**config.mk**
```make
export PLATFORM = sky130hd
export DESIGN_NAME = sbms_outbuf
export DESIGN_NICKNAME = d
export VERILOG_FILES = /design/src/hw/rtl/sbms_pkg.sv /design/src/hw/rtl/sbms_outbuf.sv
export SDC_FILE = /design/constraint.sdc
export NUM_CORES = 1
export LEC_CHECK = 0
export BUFFER_PORTS_ARGS = -buffer_cell sky130_fd_sc_hd__buf_2
export CAP_MARGIN = 20
export CORE_ASPECT_RATIO = 1.2
export CORE_UTILIZATION = 35
export DETAILED_ROUTE_END_ITERATION = 16
export PLACE_DENSITY_LB_ADDON = 0.15
export REMOVE_ABC_BUFFERS = 1
export SKIP_CTS_REPAIR_TIMING = 1
export SYNTH_ARGS = -nofsm -noshare
export SYNTH_HDL_FRONTEND = slang
export SYNTH_SLANG_ARGS = --single-unit
```
**constraint.sdc**
```tcl
create_clock -name clk -period 0.8 [get_ports clk]
set_input_delay 0.08 -clock clk [delete_from_list [all_inputs] [get_ports clk]]
set_output_delay 0.08 -clock clk [all_outputs]
set_load 0.05 [all_outputs]
```
**src/hw/rtl/sbms_pkg.sv**
```systemverilog
// ---------------------------------------------------------------------------
// sbms_pkg: shared types for the block motion search
// Sequencer states and the result record passed to the output stage.
// ---------------------------------------------------------------------------
package sbms_pkg;

    localparam int CFG_X_LOW  = 0;
    localparam int CFG_X_HIGH = 1;
    localparam int CFG_Y_LOW  = 2;
    localparam int CFG_Y_HIGH = 3;

    typedef enum logic [2:0] {
        ST_LOAD,
        ST_READ,
        ST_ACC,
        ST_CAND,
        ST_EMIT
    } state_t;

    typedef struct packed {
        logic [3:0]  block_number;
        logic [3:0]  shift_x;
        logic [3:0]  shift_y;
        logic [15:0] best_cost;
        logic        final_block;
    } result_t;

endpackage

```
**src/hw/rtl/sbms_outbuf.sv**
```systemverilog
// ---------------------------------------------------------------------------
// sbms_outbuf: one-entry result register
// Holds a result beat until the master side takes it.
// ---------------------------------------------------------------------------
module sbms_outbuf
    import sbms_pkg::*;
(
    input  logic    clk,
    input  logic    rst_n,
    input  logic    push,
    input  result_t din,
    output logic    full,
    output logic    tvalid,
    input  logic    tready,
    output result_t dout
);

    logic    valid_reg;
    result_t data_reg;

    always_ff @(posedge clk or negedge rst_n)
    begin
        if (!rst_n)
        begin
            valid_reg <= 1'b0;
        end
        else if (push)
        begin
            valid_reg <= 1'b1;
        end
        else if (tready)
        begin
            valid_reg <= 1'b0;
        end
    end

    always_ff @(posedge clk)
    begin
        if (push)
        begin
            data_reg <= din;
        end
    end

    assign full   = valid_reg && !tready;
    assign tvalid = valid_reg;
    assign dout   = data_reg;

endmodule

```
Word level (Yosys, flattened, before mapping)
Index checks and enable logic that the tools add are counted.
{"block": "op_classes", "n_reduce_logical": 3, "mux": 2}
{"cell": "1-bit 2-to-1 mux", "count": 2}
{"cell": "2-bit nonzero test", "count": 1}
{"cell": "1-bit logical AND", "count": 1}
{"cell": "1-bit zero test", "count": 1}
{"block": "totals", "elab_cells": 11, "regBits": 30, "output_inout_bits": 31, "input_bits": 33}

Depth between registers and ports, before layout
{"block": "depth", "depth_word": 2, "mapped_depth": 2, "depth_no_buf": 2}

Worst setup path after synthesis
OpenSTA, ideal clock, no wires.
{"block": "synth_path", "path_kind": "reg2reg", "startpoint": "reg tvalid (netlist name)", "endpoint": "reg valid_reg (netlist: tvalid)", "arrival_time_ps": 1171, "setup_time_ps": 65, "path_stages_with_launch": 3, "synth_period_minus_slack_ps": 1236, "required_time_ps": 735, "path_slack_ps": -436, "n_path_buf": 0, "path_cell_list": "dfrtp_1 > nor2b_4 > or2_1"}
{"element": "to (signal assigned)", "line": "sbms_outbuf.sv:25", "text": "valid_reg <= 1'b0;"}
{"element": "to (signal assigned)", "line": "sbms_outbuf.sv:29", "text": "valid_reg <= 1'b1;"}
{"element": "to (signal assigned)", "line": "sbms_outbuf.sv:33", "text": "valid_reg <= 1'b0;"}
{"element": "to (decl)", "line": "sbms_outbuf.sv:18", "text": "logic valid_reg;"}

Worst setup path in the final report
{"block": "layout_path", "startpoint": "reg valid_reg (netlist: tvalid)", "endpoint": "out full"}
{"block": "layout_between", "elab_chain_cells": 1}
{"element": "1-bit logical AND", "line": "sbms_outbuf.sv:45", "text": "assign full = valid_reg && !tready;"}
{"element": "to (decl)", "line": "sbms_outbuf.sv:12", "text": "output logic full,"}
Every way passes these cells.

==> summary.md <==
| Metric | Value |
|---|---|
| Critical Path RT | `720 ps` |
| Cts bufs inserted | `5` |
| GR Overflow Total | `0` |
| Die Footprint | `2830 um^2` |
| Asr flop ratio synth | `roughly 3.3%` |
| Status | `finished with violations` |
| CTS sink count | `30` |
| Post-route ant nets | `0` |
| H-Tree Depth | `2` |
| ANT cells | `0` |
| Clock Pin Slew Worst Setup and Hold Paths | `80 ps` |
| Clock power share | `20.9%` |
| Final GP Congestion | `0.676` |
| GRT Util Overall | `12.2%` |
| Via/cell ratio | `4.25` |
| WS Path Type | `flip-flop to primary output` |
| Startpoint class of the critical path | `flip-flop` |
| I/O pin total | `64` |
| Post-Synthesis Cells | `32` |
| Combinational Power Share | `between 20% and 30%` |
| Pint | `2570 uW` |
| Final Worst Setup Slack | `-258 ps` |
| Distinct cell type count after synthesis | `4` |
| CTS tree | `yes` |
| RSZ-0062 raised after global routing | `true` |
| Crit path capture type | `primary output` |
| Worst path slowest cell | `dfrtp_1` |
| Synth area leaders | `edfxtp_1, dfrtp_1, nor2b_4` |
| Die X | `48.7 um` |
| CP Data Arrival Time | `980 ps` |
| Vias in the first global route | `549` |
| LEAKAGE | `0.000790 uW` |
| Yosys warnings | `0` |
| Worst hold slack | `78.1 ps` |
| Peak supply drop | `around 1.6 mV` |
| Top cells by count, synth | `edfxtp_1, dfrtp_1, nor2b_4, or2_1` |
| Routed WL | `about 2100 um` |
| Worst Hold Class | `input pin to asynchronous set/reset pin` |
| DRC Markers | `0` |
| Proportion of layout cells with a drive suffix above 1 | `~53%` |
| Port Buffer Count | `63` |
| # fillers | `138` |
| DIE HEIGHT | `58.0 um` |
| Register share of total power | `between 50% and 60%` |
| Failing checks | `setup timing` |
| Largest net degree at the start of global routing | `18` |
| Max FO, Critical Path | `2` |
| Slew @ Worst Pin | `263 ps` |
| Routed wire length per instance | `~13 um` |
| Final hold violation count | `0` |
| Drt pass-1 iters | `3` |
| Initial antenna violation count | `0` |
| Post-synth EDFFs | `29` |
| Post-synth top area share | `95.1%` |
| Count of final setup violators | `32` |
| Worst Skew | `0 ps` |
| Most instantiated library cell after synthesis | `edfxtp_1` |
| Final Net Count | `between 150 and 200` |
| Crit path cell chain | `nor2b_4 > buf_8` |
| Worst path max stage delay | `between 300 and 400 ps` |
| Slew Limit Fails | `0` |
| Core area | `2380 um^2` |
| NetSw | `1070 uW` |
| Clk root buf | `clkbuf_4` |
| Fmax | `946 MHz` |
| Share of the core filled with cells | `77.8%` |
| Power, Total | `3640 uW` |
| Worst skew pair latency | `300 ps` |
| Initial Utilization | `around 39%` |
| Register bit total from synthesis | `30` |
| Net switching fraction of the power | `about 30%` |
| Iter 0 DRT Violations | `7` |
| P&R area growth vs syn | `102%` |
| Row count | `19` |
| Slew margin rel. | `82.6%` |
| Fin crit period | `about 1100 ps` |
| Power per cell area | `1970 nW/um^2` |
| Sequential area share after synthesis | `97.8%` |
| Max Cap Viol | `0` |
| Vias | `slightly above 700` |
| First-pass GRT wire length | `2330 um` |
| Final Cycle Share | `132%` |
| Syn Area/Cell | `28.6 um^2` |
| Yosys top cell by area | `edfxtp_1` |
| Synthesized area | `around 920 um^2` |
| Max Buffers Root-to-Sink | `2` |
| Most common flop cell mapped by yosys | `edfxtp_1` |
power groups by stage:
stage	clock, uW	sequential, uW	combinational [uW]
finish	760	1920	961
global route	846	1930	995
CTS	794	1890	698
detailed placement	0	1920	698
global placement	0	1920	692
floorplan	0	2360	21.5
cell type report:
| class | count | area, um^2 | area share, % |
|---|---|---|---|
| Multi-Input combinational cell | 2 | 20.0 | 1.08 |
| Tap cell | 31 | 38.8 | 2.10 |
| Clock inverter | 3 | 11.3 | 0.609 |
| Sequential cell | 30 | 896 | 48.4 |
| Timing Repair Buffer | 95 | 847 | 45.8 |
| Clock buffer | 5 | 37.5 | 2.03 |
worst max-delay path: cells and delay by family (launching register included):
| family | cells | cell delay (ps) |
|---|---|---|
| AND/OR/NAND/NOR | 1 | 170 |
| flip-flops | 1 | 350 |
| buffers and inverters | 1 | 150 |
layout by cell type, fill, tap and decap left out:
| master | count |
|---|---|
| buf_2 | 33 |
| dlygate4sd3_1 | 30 |
| edfxtp_1 | 29 |
| buf_6 | 29 |
| clkbuf_4 | 5 |
| clkinv_1 | 3 |
| buf_12 | 2 |
| nor2b_4 | 1 |
| or2_1 | 1 |
| buf_8 | 1 |
| dfrtp_1 | 1 |
worst paths after layout:
check                      cells after the start                 end  slack (ps)          startpoint
min in group clk                               3  tvalid$_DFFE_PN0P_         160              tready
min                                            2  tvalid$_DFFE_PN0P_          80               rst_n
min reg2reg                                    2  tvalid$_DFFE_PN0P_         660  tvalid$_DFFE_PN0P_
max reg2reg                                    2  tvalid$_DFFE_PN0P_         -40  tvalid$_DFFE_PN0P_
max in group asynchronous                      2  tvalid$_DFFE_PN0P_         640               rst_n
max                                            2                full        -260  tvalid$_DFFE_PN0P_
flip-flops by register name, indices dropped and copies added, names as in the netlist:
register and cells:
tvalid 1, dout 29
cell families after synthesis:
logic type and share of synthesized area [%]:
DFF 97.8, and+or+nand+nor 2.19
layer usage:
metal	track usage [%]	wire [um]	part of all wire, %	vias up
met5	0	0	0	-
met4	6.30	23	1.1	0
met3	8.66	151	7.1	3
met2	19.0	1220	57	46
met1	12.3	738	35	324
li1	-	-	-	332
through the flow:
step / instances / worst slack [ps] / TNS [ps] / instance area [um^2]
floorplan: 32 / -436 / -743 / 916
global placement: 128 / 14.8 / 0 / 1310
detailed placement: 128 / -0.938 / -0.938 / 1310
CTS: 136 / -346 / -6210 / 1360
global route: 166 / -335 / -6210 / 1850
finish: 166 / -258 / -4750 / 1850
No activity file was read; power rests on OpenSTA's default activity.
